===== src/ffc_pkg.sv =====
// Package for the float format converter: command codes and widths.
// No dependencies.
package ffc_pkg;

    localparam int OperandWidth = 32;
    localparam int ResultWidth  = 32;

    typedef enum logic [1:0] {
        CMD_F32_TO_F16  = 2'd0,
        CMD_F16_TO_F32  = 2'd1,
        CMD_F32_TO_BF16 = 2'd2,
        CMD_BF16_TO_F32 = 2'd3
    } cmd_t;

    typedef struct packed {
        cmd_t                    command;
        logic [OperandWidth-1:0] operand_bits;
    } ffc_in_t;

    typedef struct packed {
        logic [ResultWidth-1:0] result_bits;
    } ffc_out_t;

endpackage


===== src/ffc_in_if.sv =====
// Handshake channel carrying the command and the source operand.
// Depends on ffc_pkg.
interface ffc_in_if;
    logic valid;
    logic ready;
    ffc_pkg::ffc_in_t payload;

    modport source (output valid, output payload, input ready);
    modport sink (input valid, input payload, output ready);
endinterface


===== src/ffc_out_if.sv =====
// Handshake channel carrying one converted result word.
// Depends on ffc_pkg.
interface ffc_out_if;
    logic valid;
    logic ready;
    ffc_pkg::ffc_out_t payload;

    modport source (output valid, output payload, input ready);
    modport sink (input valid, input payload, output ready);
endinterface


===== src/ffc_convert.sv =====
// Combinational conversion between binary32, binary16 and bfloat16.
// Depends on ffc_pkg.
module ffc_convert (
    input  ffc_pkg::cmd_t       command,
    input  logic [31:0]         operand_bits,
    output logic [31:0]         result_bits
);
    import ffc_pkg::*;

    logic [15:0] f16_res;
    logic [31:0] f32_res;
    logic [15:0] bf16_res;

    // Narrowing from binary32 to binary16 with round to nearest even.
    always_comb
    begin
        logic [15:0] sgn;
        logic [7:0]  e;
        logic [22:0] m;
        logic [12:0] rem;
        logic [14:0] v;
        logic [23:0] mant;
        logic [4:0]  sh;
        logic [23:0] mask;
        logic [23:0] half;
        logic [23:0] rem2;
        logic [10:0] vs;
        sgn  = {operand_bits[31], 15'd0};
        e    = operand_bits[30:23];
        m    = operand_bits[22:0];
        rem  = m[12:0];
        mant = {1'b1, m};
        sh   = 5'(8'd126 - e);
        mask = (24'd1 << sh) - 24'd1;
        half = 24'd1 << (sh - 5'd1);
        rem2 = mant & mask;
        vs   = 11'(mant >> sh);
        v    = 15'd0;
        if (e == 8'hFF)
        begin
            f16_res = sgn | ((m != 23'd0) ? 16'h7E00 : 16'h7C00);
        end
        else if (e >= 8'd143)
        begin
            f16_res = sgn | 16'h7C00;
        end
        else if (e >= 8'd113)
        begin
            v = {5'(e - 8'd112), m[22:13]};
            if (rem > 13'h1000 || (rem == 13'h1000 && v[0]))
                v = v + 15'd1;
            f16_res = sgn | {1'b0, v};
        end
        else if (e < 8'd102)
        begin
            f16_res = sgn;
        end
        else
        begin
            if (rem2 > half || (rem2 == half && vs[0]))
                vs = vs + 11'd1;
            f16_res = sgn | {5'd0, vs};
        end
    end

    // Widening from binary16 to binary32, normalizing subnormals.
    always_comb
    begin
        logic [4:0] e;
        logic [9:0] m;
        logic [3:0] p;
        logic [31:0] sgn;
        sgn = {operand_bits[15], 31'd0};
        e   = operand_bits[14:10];
        m   = operand_bits[9:0];
        p   = 4'd0;
        for (int i = 0; i < 10; i++)
        begin
            if (m[i])
                p = 4'(i);
        end
        if (e == 5'd31)
        begin
            if (m == 10'd0)
                f32_res = sgn | 32'h7F800000;
            else
                f32_res = sgn | 32'h7FC00000 | {9'd0, m, 13'd0};
        end
        else if (e == 5'd0)
        begin
            if (m == 10'd0)
                f32_res = sgn;
            else
                f32_res = sgn | {1'b0, 8'({4'd0, p} + 8'd103),
                                 23'({13'd0, m} << (5'd23 - {1'b0, p}))};
        end
        else
        begin
            f32_res = sgn | {1'b0, 8'({3'd0, e} + 8'd112), m, 13'd0};
        end
    end

    // Narrowing from binary32 to bfloat16.
    always_comb
    begin
        logic [32:0] sum;
        sum = {1'b0, operand_bits} + 33'h7FFF + {32'd0, operand_bits[16]};
        if (operand_bits[30:0] > 31'h7F800000)
            bf16_res = operand_bits[31:16] | 16'h0040;
        else if (operand_bits[30:23] == 8'd0)
            bf16_res = {operand_bits[31], 15'd0};
        else
            bf16_res = sum[31:16];
    end

    // Result select.
    always_comb
    begin
        case (command)
            CMD_F32_TO_F16:  result_bits = {16'd0, f16_res};
            CMD_F16_TO_F32:  result_bits = f32_res;
            CMD_F32_TO_BF16: result_bits = {16'd0, bf16_res};
            CMD_BF16_TO_F32: result_bits = {operand_bits[15:0], 16'd0};
            default:         result_bits = 32'd0;
        endcase
    end
endmodule


===== src/float_format_converter.sv =====
// Float format converter: an accepted input word passes an input register
// and then a result register before its result is offered on the output.
// Throughput one word per cycle; the input stalls only when both registers
// are full and the output is held off. Reset (rst_n, asynchronous, active low)
// empties both registers. Depends on ffc_pkg, ffc_in_if, ffc_out_if, ffc_convert.
module float_format_converter (
    input  logic      clk,
    input  logic      rst_n,
    ffc_in_if.sink    in_ch,
    ffc_out_if.source out_ch
);
    import ffc_pkg::*;

    logic        in_valid_reg;
    ffc_in_t     in_data_reg;
    logic        out_valid_reg;
    logic [31:0] out_data_reg;
    logic [31:0] conv_result;
    logic        out_load;
    logic        in_take;

    // Stage handshakes: each register advances when its downstream frees.
    assign out_load = in_valid_reg && (!out_valid_reg || out_ch.ready);
    assign in_take  = !in_valid_reg || out_load;
    assign in_ch.ready = in_take;

    ffc_convert u_convert (
        .command      (in_data_reg.command),
        .operand_bits (in_data_reg.operand_bits),
        .result_bits  (conv_result)
    );

    // Input register.
    always_ff @(posedge clk or negedge rst_n)
    begin
        if (!rst_n)
            in_valid_reg <= 1'b0;
        else if (in_take)
            in_valid_reg <= in_ch.valid;
    end

    always_ff @(posedge clk)
    begin
        if (in_take && in_ch.valid)
            in_data_reg <= in_ch.payload;
    end

    // Result register.
    always_ff @(posedge clk or negedge rst_n)
    begin
        if (!rst_n)
            out_valid_reg <= 1'b0;
        else if (out_load)
            out_valid_reg <= 1'b1;
        else if (out_ch.ready)
            out_valid_reg <= 1'b0;
    end

    always_ff @(posedge clk)
    begin
        if (out_load)
            out_data_reg <= conv_result;
    end

    assign out_ch.valid               = out_valid_reg;
    assign out_ch.payload.result_bits = out_data_reg;

`ifndef SYNTHESIS
    // A held result must not be overwritten.
    a_hold: assert property (@(posedge clk) disable iff (!rst_n)
        out_valid_reg && !out_ch.ready |=> out_valid_reg && $stable(out_data_reg))
        else $error("result overwritten while stalled");
    // An accepted word reaches the input register.
    a_take: assert property (@(posedge clk) disable iff (!rst_n)
        in_ch.valid && in_ch.ready |=> in_valid_reg)
        else $error("accepted word lost");
    // A full input stage with a free output always advances.
    a_move: assert property (@(posedge clk) disable iff (!rst_n)
        in_valid_reg && !out_valid_reg |=> out_valid_reg)
        else $error("pipeline stalled with free output");
`endif
endmodule


===== src/flat_wrapper.sv =====
// flat-port wrapper written by rule: the top's interface ports become plain ports
module float_format_converter_flat import ffc_pkg::*;
  (clk, rst_n, in_ch_valid, in_ch_payload, in_ch_ready, out_ch_valid, out_ch_payload, out_ch_ready);
  ffc_in_if in_ch_i ();
  ffc_out_if out_ch_i ();
  input  logic clk;
  input  logic rst_n;
  input wire logic [$bits(in_ch_i.valid)-1:0] in_ch_valid;
  input wire logic [$bits(in_ch_i.payload)-1:0] in_ch_payload;
  output wire logic [$bits(in_ch_i.ready)-1:0] in_ch_ready;
  output wire logic [$bits(out_ch_i.valid)-1:0] out_ch_valid;
  output wire logic [$bits(out_ch_i.payload)-1:0] out_ch_payload;
  input wire logic [$bits(out_ch_i.ready)-1:0] out_ch_ready;
  assign in_ch_i.valid = in_ch_valid;
  assign in_ch_i.payload = in_ch_payload;
  assign in_ch_ready = in_ch_i.ready;
  assign out_ch_valid = out_ch_i.valid;
  assign out_ch_payload = out_ch_i.payload;
  assign out_ch_i.ready = out_ch_ready;
  float_format_converter u_core (.clk(clk), .rst_n(rst_n), .in_ch(in_ch_i), .out_ch(out_ch_i));
endmodule

===== config.mk =====
export PLATFORM = sky130hd
export DESIGN_NAME = float_format_converter_flat
export DESIGN_NICKNAME = d
export VERILOG_FILES = /design/src/ffc_pkg.sv /design/src/ffc_in_if.sv /design/src/ffc_out_if.sv /design/src/ffc_convert.sv /design/src/float_format_converter.sv /design/src/flat_wrapper.sv
export SDC_FILE = /design/constraint.sdc
export NUM_CORES = 1
export LEC_CHECK = 0
export ABC_CLOCK_PERIOD_IN_PS = 7700
export BUFFER_PORTS_ARGS = -buffer_cell sky130_fd_sc_hd__buf_2
export CAP_MARGIN = 20
export CORE_MARGIN = 1
export CORE_UTILIZATION = 61
export CTS_CLUSTER_DIAMETER = 50
export DETAILED_ROUTE_END_ITERATION = 10
export PLACE_DENSITY = 0.94
export SETUP_SLACK_MARGIN = 0.4
export SLEW_MARGIN = 20
export SYNTH_ARGS = -nofsm -noshare
export SYNTH_HDL_FRONTEND = slang
export SYNTH_HIERARCHICAL = 1
export SYNTH_SLANG_ARGS = --single-unit

===== constraint.sdc =====
create_clock -name clk -period 7.7 [get_ports clk]
set_input_delay 1.155 -clock clk [delete_from_list [all_inputs] [get_ports clk]]
set_output_delay 1.155 -clock clk [all_outputs]
set_load 0.1 [all_outputs]

==> results of run 1 <==
[cell usage in the layout, fill, tap and decap left out, types with 6 or more instances in the layout]
| master | instances |
|---|---|
| ha_1 | 39 |
| a211oi_1 | 12 |
| inv_1 | 16 |
| a21o_1 | 6 |
| nor2_1 | 74 |
| mux2i_1 | 29 |
| or2_2 | 6 |
| o221ai_1 | 7 |
| xnor2_1 | 25 |
| and2_1 | 13 |
| buf_2 | 71 |
| a21oi_1 | 53 |
| mux4_2 | 9 |
| a31oi_1 | 14 |
| o31ai_1 | 11 |
| and3_1 | 11 |
| nand2_1 | 99 |
| buf_4 | 11 |
| o211ai_1 | 10 |
| xor2_1 | 12 |
| o21ai_0 | 53 |
| nand2b_1 | 18 |
| edfxtp_1 | 66 |
| nor2b_1 | 13 |
| nand4_1 | 14 |
| clkbuf_16 | 9 |
| nor4_1 | 8 |
| mux2_2 | 13 |
| nand3_1 | 39 |
| nor3_1 | 28 |
[layer usage]
metal | part of all wire, % | GRT usage (%) | up-vias | routed length [µm]
met2 | 43 | 54.5 | 691 | 9730
met5 | 0 | 0 | - | 0
met3 | 16 | 9.74 | 118 | 3620
li1 | - | - | 3301 | -
met4 | 4.6 | 15.7 | 0 | 1050
met1 | 36 | 48.2 | 3369 | 8220
[stage by stage]
stage	util [%]	cell area [µm²]	cells	total power, mW
global route	68.5	7920	1044	1.55
global placement	65.7	7600	1029	1.03
detailed placement	65.7	7600	1029	1.04
floorplan	-	7310	877	0.921
finish	68.5	7920	1044	1.49
CTS	68.5	7920	1044	1.47
[layout make-up]
class | instances | area, µm² | share of cell area (%)
multi-input cells | 716 | 4880 | 61.6
well taps | 143 | 179 | 2.26
flip-flops and latches | 68 | 2030 | 25.7
repair buffers | 82 | 438 | 5.53
inverters | 20 | 75.1 | 0.948
clock inverters | 6 | 88.8 | 1.12
clock buffers | 9 | 225 | 2.84
[critical path, stage by stage, from the launching register on]
cell       delay, ns
edfxtp_1        0.72
ha_1            0.39
and2b_4         0.25
or3_1           0.39
a21oi_4         0.15
nand3_1         0.13
ha_1            0.34
o21ai_1         0.26
a2111oi_0       0.81
mux2i_1         0.27
nand2_1         0.07
a21boi_0        0.22
ha_1            0.18
nand4_1         0.15
nor2_1          0.18
nand3_1         0.21
nand4b_1        0.19
a211oi_1        0.10
or4b_1          0.68
or4_4           0.56
o211ai_2        0.08
[power by group through the flow]
| stage | Clock, mW | Combinational, mW | Sequential [mW] |
|---|---|---|---|
| final | 0.431 | 0.564 | 0.496 |
| after CTS | 0.437 | 0.545 | 0.492 |
| after floorplan | 0 | 0.345 | 0.576 |
| after global placement | 0 | 0.531 | 0.497 |
| after detailed placement | 0 | 0.540 | 0.499 |
| after global routing | 0.454 | 0.595 | 0.498 |
[cell families (layout without fill, tap and decap cells)]
| family | Yosys count | in the layout | share of synthesized area, % |
|---|---|---|---|
| AO/OA/AOI/OAI | 236 | 236 | 21.8 |
| XOR/XNOR | 41 | 41 | 5.37 |
| adder cells (fa/ha/maj) | 39 | 39 | 6.67 |
| buffers and inverters | 93 | 117 | 5.58 |
| flip-flops | 68 | 68 | 27.8 |
| multiplexers | 52 | 52 | 9.10 |
| AND/OR/NAND/NOR | 348 | 348 | 23.7 |
[path summary, 6_finish.rpt]
path                                   startpoint                   endpoint  slack [ns]  cells after the start
setup / recovery           u_core/in_data_reg[25]  u_core/out_ch.payload[10]        1.22                     20
hold / removal                u_core/in_valid_reg        u_core/out_ch.valid        0.57                      1
setup reg to reg           u_core/in_data_reg[25]  u_core/out_ch.payload[10]        1.22                     20
hold reg to reg               u_core/in_valid_reg        u_core/out_ch.valid        0.57                      1
max in group asynchronous                   rst_n        u_core/in_valid_reg        7.01                      1
min in group asynchronous                   rst_n        u_core/out_ch.valid        0.60                      1
==> impl_metrics.env, run 1 <==
export IMPL_drive_gt1_share_pct=16.9
export IMPL_clock_root_buffer="clkbuf_16"
export IMPL_required_ns=7.88
export IMPL_die_y_um=111
export IMPL_ys_top_cells_by_area="edfxtp_1, ha_1, nand2_1"
export IMPL_min_path_type="reg -> reg"
export IMPL_syn_inst=877
export IMPL_vdd_drop_max_v=0.000165
export IMPL_critPathCaptureType="register"
export IMPL_yosys_register_bits=68
export IMPL_synth_edf_count=66
export IMPL_dp_hpwl_mm=15.8
export IMPL_finalHoldViolCount=0
export IMPL_maxSlewViolCount=0
export IMPL_die_w_um=111
export IMPL_critPathLaunchType="register"
export IMPL_fillers=871
export IMPL_grt_overflow_total=0
export IMPL_synth_common_cells="nand2_1, nor2_1, edfxtp_1"
export IMPL_grt_max_degree=41
export IMPL_path_clk_slew_ns=0.05
export IMPL_fmax_mhz=154
export IMPL_syn_nets=954
export IMPL_fin_ws_ns=1.22
export IMPL_synth_seq_area_share_pct=27.8
export IMPL_antenna_found_initial=0
export IMPL_finClkSkew_ns=0.00461
export IMPL_layout_nets=974
export IMPL_clk_path_buf_depth=2
export IMPL_cap_violations=0
export IMPL_postCtsHoldBufs=0
export IMPL_numClockSinks=68
export IMPL_pin_count=72
export IMPL_yosys_area_top_type="edfxtp_1"
export IMPL_track_usage_pct=35.9
export IMPL_synth_area_um2=7310
export IMPL_htreeDepth=3
export IMPL_critical_path_arrival_ns=6.66
export IMPL_area_growth_pct=8.28
export IMPL_hold_slack_ns=0.572
export IMPL_path_max_fanout=11
export IMPL_largest_reg_flops=34
export IMPL_yosys_warnings=6
export IMPL_drc=7
export IMPL_fin_tns_setup_ns=0
export IMPL_path_class="reg -> reg"
export IMPL_fin_crit_ns=6.48
export IMPL_post_place_ws_ns=1.48
export IMPL_async_reset_ff_share_pct=2.94
export IMPL_cts_buffers=9
export IMPL_design_die_area_um2=12400
export IMPL_wl_per_cell_um=21.7
export IMPL_drt_iter0_drc=1418
export IMPL_num_rows=39
export IMPL_p_clk_share_pct=28.9
export IMPL_start_util_pct=63.2
export IMPL_power_switching_fraction_pct=39.6
export IMPL_io_buffers=71
export IMPL_period_share_pct=84.2
export IMPL_synthDistinctLibCells=88
export IMPL_relSlewSlack_pct=33.8
export IMPL_p_switching_mw=0.590
export IMPL_status="finished with violations"
export IMPL_via_per_inst=7.16
export IMPL_power_density_nw_per_um2=188
export IMPL_post_cts_buffers=0
export IMPL_num_vias=7479
export IMPL_n_antenna_cell=0
export IMPL_internal_power_mw=0.901
export IMPL_comb_power_share_pct=37.8
export IMPL_wl_mm=22.6
export IMPL_worstMarginPinSlew_ns=0.977
export IMPL_grt_pass1_vias=6757
export IMPL_finalSetupViolations=0
export IMPL_seq_power_share_pct=33.3
export IMPL_violations="design-rule violations"
export IMPL_tritoncts="yes"
export IMPL_syn_area_per_cell_um2=8.34
export IMPL_core_um2=11600
export IMPL_cts_resized=0
export IMPL_yosysMostFrequentCell="nand2_1"
export IMPL_ys_flop_type="edfxtp_1"
export IMPL_synth_top_area_share_pct=27.1
export IMPL_cellLeakagePower_nw=2.97
export IMPL_rsz0062_at_grt="false"
export IMPL_insertion_delay_ns=0.33
export IMPL_grt_pass1_wl_mm=35.2
export IMPL_globalplace_congestion=1.04
export IMPL_dr_pass1_iters=10
export IMPL_ant_nets=0
(Power assumes the default switching activity.)
==> run 2, diff against run 1 <==
--- a/config.mk
+++ b/config.mk
@@ -5,7 +5,8 @@
 export SDC_FILE = /design/constraint.sdc
 export NUM_CORES = 1
 export LEC_CHECK = 0
-export ABC_CLOCK_PERIOD_IN_PS = 7700
+export ABC_AREA = 1
+export ABC_CLOCK_PERIOD_IN_PS = 6500
 export BUFFER_PORTS_ARGS = -buffer_cell sky130_fd_sc_hd__buf_2
 export CAP_MARGIN = 20
 export CORE_MARGIN = 1
==> constraint.sdc (replaced) <==
create_clock -name clk -period 6.5 [get_ports clk]
set_input_delay 0.975 -clock clk [delete_from_list [all_inputs] [get_ports clk]]
set_output_delay 0.975 -clock clk [all_outputs]
set_load 0.1 [all_outputs]
==> impl_metrics.env, run 2 <==
export IMPL_status="complete, no violations"
export IMPL_antenna_found_initial=0
export IMPL_largest_reg_flops=34
export IMPL_start_util_pct=63.9
export IMPL_critPathLaunchType="register"
export IMPL_ff2ff_path_depth=36
export IMPL_globalplace_congestion=1.05
export IMPL_finalHoldViolCount=0
export IMPL_grt_pass1_vias=7028
export IMPL_num_vias=7998
export IMPL_fmax_mhz=200
export IMPL_pin_count=72
export IMPL_r2r_end="u_core/out_ch.payload[9]"
export IMPL_core_um2=11000
export IMPL_wl_per_cell_um=17.6
export IMPL_wl_mm=22.4
export IMPL_internal_power_mw=1.01
export IMPL_yosysMostFrequentCell="nand2_1"
export IMPL_vdd_drop_max_v=0.000196
export IMPL_path_max_fanout=25
export IMPL_synth_common_cells="nand2_1, nand3_1, inv_1"
export IMPL_track_usage_pct=38.0
export IMPL_syn_nets=1153
export IMPL_postCtsHoldBufs=0
export IMPL_die_w_um=110
export IMPL_maxSlewViolCount=0
export IMPL_hold_slack_ns=0.415
export IMPL_fin_tns_setup_ns=0
export IMPL_grt_overflow_total=0
export IMPL_num_rows=38
export IMPL_fin_crit_ns=5.00
export IMPL_ff_latch_area_um2=2030
export IMPL_cellLeakagePower_nw=3.61
export IMPL_dp_hpwl_mm=17.0
export IMPL_worstMarginPinSlew_ns=0.930
export IMPL_final_cell_mix="nand2_1, nand3_1, inv_1"
export IMPL_multi_input_area_um2=4340
export IMPL_r2r_start="u_core/in_data_reg[23]"
export IMPL_syn_inst=1076
export IMPL_clk_path_buf_depth=2
export IMPL_cts_buffers=9
export IMPL_critPathCaptureType="register"
export IMPL_grt_max_degree=35
export IMPL_power_density_nw_per_um2=223
export IMPL_min_path_type="in -> async"
export IMPL_n_antenna_cell=0
export IMPL_layout_commonest_cell="nand2_1"
export IMPL_finClkSkew_ns=0.0111
export IMPL_ys_flop_type="edfxtp_1"
export IMPL_cap_violations=0
export IMPL_comb_power_share_pct=39.3
export IMPL_ant_nets=0
export IMPL_htreeDepth=3
export IMPL_p_clk_share_pct=28.1
export IMPL_layout_nets=1204
export IMPL_rsz0062_at_grt="false"
export IMPL_rrSetupSlack_ns=1.50
export IMPL_synth_edf_count=66
export IMPL_cts_resized=0
export IMPL_p_switching_mw=0.715
export IMPL_yosys_register_bits=68
export IMPL_path_clk_slew_ns=0.05
export IMPL_synth_area_um2=7050
export IMPL_clock_root_buffer="clkbuf_16"
export IMPL_drt_iter0_drc=1246
export IMPL_power_switching_fraction_pct=41.5
export IMPL_syn_area_per_cell_um2=6.55
export IMPL_async_reset_ff_share_pct=2.94
export IMPL_crit_top_cell="nand2_1"
export IMPL_finalSetupViolations=0
export IMPL_dr_pass1_iters=6
export IMPL_synthDistinctLibCells=44
export IMPL_period_share_pct=76.9
export IMPL_area_growth_pct=9.69
export IMPL_fillers=952
export IMPL_relSlewSlack_pct=37.8
export IMPL_via_per_inst=6.29
export IMPL_design_die_area_um2=12000
export IMPL_crit_path_top_delay_cell="edfxtp_1"
export IMPL_yosys_warnings=6
export IMPL_io_buffers=71
export IMPL_ys_top_cells_by_area="edfxtp_1, nand2_1, nand3_1"
export IMPL_numClockSinks=68
export IMPL_critical_path_arrival_ns=5.08
export IMPL_synth_seq_area_share_pct=28.8
export IMPL_die_y_um=110
export IMPL_synth_top_area_share_pct=28.1
export IMPL_seq_power_share_pct=32.6
export IMPL_insertion_delay_ns=0.34
export IMPL_yosys_area_top_type="edfxtp_1"
export IMPL_slowest_delay_ns=0.51
export IMPL_drive_gt1_share_pct=12.4
export IMPL_drc=0
export IMPL_post_cts_buffers=0
export IMPL_required_ns=6.58
export IMPL_path_class="reg -> reg"
export IMPL_tritoncts="yes"
export IMPL_grt_pass1_wl_mm=34.6
==> run 2: changes by cell type in the layout (fill, tap and decap cells not counted), sizes merged, moves of 18 or more <==
cell    previous run  this run
nand3             40       144
inv               19       127
nand2             99       317
xnor2             27         3
nand2b            18         0
o21ai             57        87
nor2              74       106
mux2i             29         0
==> run 2: routing by layer <==
metal  track usage [%]  share of wire (%)  up-vias
met5                 0                  0        -
met4              22.2                6.6        0
met3              8.00                 13      136
met2              60.5                 44      679
met1              47.7                 37     3462
li1                  -                  -     3721
==> run 2: logic make-up (layout without fill, tap and decap cells) <==
logic type               count (synthesis)  in the layout  share of synthesized area [%]
AND/OR/NAND/NOR                        626            626                           39.8
XOR/XNOR                                15             15                           1.97
adder cells (fa/ha/maj)                 39             39                           6.92
flip-flops                              68             68                           28.8
AO/OA/AOI/OAI                          165            165                           12.7
buffers and inverters                  163            219                           9.78
==> run 2: how the worst max path moves through the flow <==
stage / start / end / slack, ns / cells after the start
finish: u_core/in_data_reg[23] / u_core/out_ch.payload[9] / 1.50 / 36
detailed placement: u_core/in_data_reg[23] / u_core/out_ch.payload[9] / 1.62 / 36
global route: u_core/in_data_reg[23] / u_core/out_ch.payload[4] / 0.98 / 34
CTS: u_core/in_data_reg[23] / u_core/out_ch.payload[9] / 1.59 / 36
floorplan: u_core/in_data_reg[25] / u_core/out_ch.payload[9] / 2.46 / 36
global placement: u_core/in_data_reg[23] / u_core/out_ch.payload[9] / 1.78 / 36
==> run 2: power groups by stage <==
stage	Sequential (mW)	Clock, mW	Combinational [mW]
6_report	0.561	0.484	0.677
5_1_grt	0.564	0.506	0.733
4_1_cts	0.560	0.488	0.655
3_5_place_dp	0.568	0	0.651
3_3_place_gp	0.567	0	0.639
2_1_floorplan	0.685	0	0.396
==> run 2: per-stage QoR <==
step | total power, mW | cell area [µm²] | utilization, % | setup slack, ns | instances
2_1_floorplan | 1.08 | 7050 | - | 2.46 | 1076
3_3_place_gp | 1.21 | 7410 | 67.2 | 1.78 | 1255
3_5_place_dp | 1.22 | 7410 | 67.2 | 1.62 | 1255
4_1_cts | 1.70 | 7700 | 69.9 | 1.59 | 1271
5_1_grt | 1.80 | 7730 | 70.1 | 0.978 | 1272
6_report | 1.72 | 7730 | 70.1 | 1.50 | 1272
==> run 2: cell type report <==
type                            count  share of cell area [%]
Inverter                          129                    6.36
Clock buffer                       12                    3.19
Clock inverter                      4                   0.647
Tap cell                          140                    2.27
Timing Repair Buffer               74                    5.15
Sequential cell                    68                    26.3
Multi-Input combinational cell    845                    56.1
==> run 2: worst max-delay path: cells and delay by family, from the launching register on <==
family                   cells  cell delay [ns]
AO/OA/AOI/OAI                2             0.22
buffers and inverters        5             0.63
AND/OR/NAND/NOR             26             2.62
flip-flops                   1             0.51
adder cells (fa/ha/maj)      3             0.73
==> run 3, diff against run 2 <==
--- a/config.mk
+++ b/config.mk
@@ -6,7 +6,7 @@
 export NUM_CORES = 1
 export LEC_CHECK = 0
 export ABC_AREA = 1
-export ABC_CLOCK_PERIOD_IN_PS = 6500
+export ABC_CLOCK_PERIOD_IN_PS = 5200
 export BUFFER_PORTS_ARGS = -buffer_cell sky130_fd_sc_hd__buf_2
 export CAP_MARGIN = 20
 export CORE_MARGIN = 1
==> constraint.sdc (replaced) <==
create_clock -name clk -period 5.2 [get_ports clk]
set_input_delay 0.78 -clock clk [delete_from_list [all_inputs] [get_ports clk]]
set_output_delay 0.78 -clock clk [all_outputs]
set_load 0.1 [all_outputs]
==> impl_metrics.env, run 3 (synthesis results as in run 2) <==
export IMPL_status="complete, no violations"
export IMPL_wl_per_cell_um=19.0
export IMPL_final_cell_mix="nand2_1, nand3_1, inv_1"
export IMPL_maxSlewViolCount=0
export IMPL_track_usage_pct=39.3
export IMPL_drt_iter0_drc=1640
export IMPL_rrSetupSlack_ns=0.58
export IMPL_critPathCaptureType="register"
export IMPL_required_ns=5.28
export IMPL_worstMarginPinSlew_ns=0.912
export IMPL_final_cells=1304
export IMPL_cellLeakagePower_nw=3.78
export IMPL_n_antenna_cell=0
export IMPL_fin_tns_setup_ns=0
export IMPL_clk_path_buf_depth=2
export IMPL_dp_cells=1258
export IMPL_numClockSinks=68
export IMPL_drc=0
export IMPL_grt_pass1_vias=7135
export IMPL_grt_max_degree=35
export IMPL_finalSetupViolations=0
export IMPL_die_y_um=110
export IMPL_insertion_delay_ns=0.34
export IMPL_die_w_um=110
export IMPL_cts_buffers=9
export IMPL_relSlewSlack_pct=39.0
export IMPL_design_die_area_um2=12000
export IMPL_grt_overflow_total=0
export IMPL_core_um2=11000
export IMPL_fin_crit_ns=4.62
export IMPL_vdd_drop_max_v=0.000277
export IMPL_antenna_found_initial=0
export IMPL_finalHoldViolCount=0
export IMPL_area_growth_pct=16.1
export IMPL_io_buffers=71
export IMPL_layout_nets=1236
export IMPL_hold_slack_ns=0.218
export IMPL_num_vias=8556
export IMPL_tritoncts="yes"
export IMPL_postCtsHoldBufs=0
export IMPL_path_clk_slew_ns=0.06
export IMPL_power_density_nw_per_um2=279
export IMPL_slowest_delay_ns=0.59
export IMPL_ff2ff_path_depth=35
export IMPL_globalplace_congestion=1.02
export IMPL_dr_pass1_iters=7
export IMPL_r2r_start="u_core/in_data_reg[24]"
export IMPL_dp_hpwl_mm=17.1
export IMPL_grt_pass1_wl_mm=35.8
export IMPL_cp_startpoint="u_core/in_data_reg[24]"
export IMPL_num_rows=38
export IMPL_cap_violations=0
export IMPL_rsz0062_at_grt="false"
export IMPL_finClkSkew_ns=0.00866
export IMPL_htreeDepth=3
export IMPL_period_share_pct=88.9
export IMPL_clock_root_buffer="clkbuf_16"
export IMPL_path_class="reg -> reg"
export IMPL_layout_commonest_cell="nand2_1"
export IMPL_fmax_mhz=216
export IMPL_r2r_end="u_core/out_ch.payload[8]"
export IMPL_pin_count=72
export IMPL_critPathLaunchType="register"
export IMPL_wl_mm=24.8
export IMPL_drive_gt1_share_pct=17.3
export IMPL_min_path_type="in -> async"
export IMPL_critical_path_arrival_ns=4.71
export IMPL_start_util_pct=63.9
export IMPL_crit_path_top_delay_cell="edfxtp_1"
export IMPL_ant_nets=0
export IMPL_fillers=863
export IMPL_via_per_inst=6.56
export IMPL_path_max_fanout=9
export IMPL_largest_reg_flops=34
-- run 3: cell count changes in the layout (fill, tap and decap cells not counted), sizes merged --
cell      previous run  this run
inv                127       125
clkinvlp             2         5
bufinv               1         2
clkbuf              12        10
buf                 74       102
nand2              317       319
clkinv               3         5
-- run 3: cell type report --
cell class	instances	area, µm²	share of cell area (%)
multi-input cells	847	4530	55.3
flip-flops and latches	68	2030	24.8
repair buffers	102	606	7.40
clock inverters	6	90.1	1.10
clock buffers	10	229	2.80
repair inverters	2	13.8	0.168
well taps	140	175	2.14
inverters	129	510	6.24
-- run 3: repair_timing --
item,in CTS,in global routing
endpoints found under the setup margin,0,11
gates resized for setup,0,48
setup buffers,0,25
-- run 3: worst max-delay path by stage --
stage	slack [ns]	endpoint
floorplan	1.16	u_core/out_ch.payload[9]
global placement	0.70	u_core/out_ch.payload[9]
detailed placement	0.55	u_core/out_ch.payload[9]
CTS	0.54	u_core/out_ch.payload[9]
global route	0.30	u_core/out_ch.payload[9]
finish	0.58	u_core/out_ch.payload[8]
-- run 3: layer usage --
| metal | vias up | GRT usage (%) | part of all wire, % |
|---|---|---|---|
| met3 | 227 | 6.70 | 14 |
| met1 | 3679 | 52.0 | 36 |
| met2 | 868 | 60.4 | 43 |
| met5 | - | 0 | 0 |
| li1 | 3782 | - | - |
| met4 | 0 | 22.8 | 7.5 |
-- run 3: metrics by stage --
step           util, %  setup slack, ns  power, mW  cell area (µm²)
3_3_place_gp      67.4            0.704       1.51             7430
4_1_cts           70.3            0.535       2.18             7750
6_report          74.2            0.577       2.29             8190
5_1_grt           74.2            0.300       2.38             8190
2_1_floorplan        -             1.16       1.35             7050
3_5_place_dp      67.4            0.551       1.53             7430
-- run 3: critical path, delay by kind of cell, from the launching register on --
kind / cells / cell delay (ns)
buf+inv: 7 / 0.60
simple gates: 24 / 2.33
compound gates: 1 / 0.15
fa+ha+maj: 3 / 0.70
flops: 1 / 0.59
-- run 3: power breakdown --
part | switching [mW] | internal [mW]
Combinational | 0.670 | 0.257
Sequential | 0.0480 | 0.656
Clock | 0.238 | 0.420
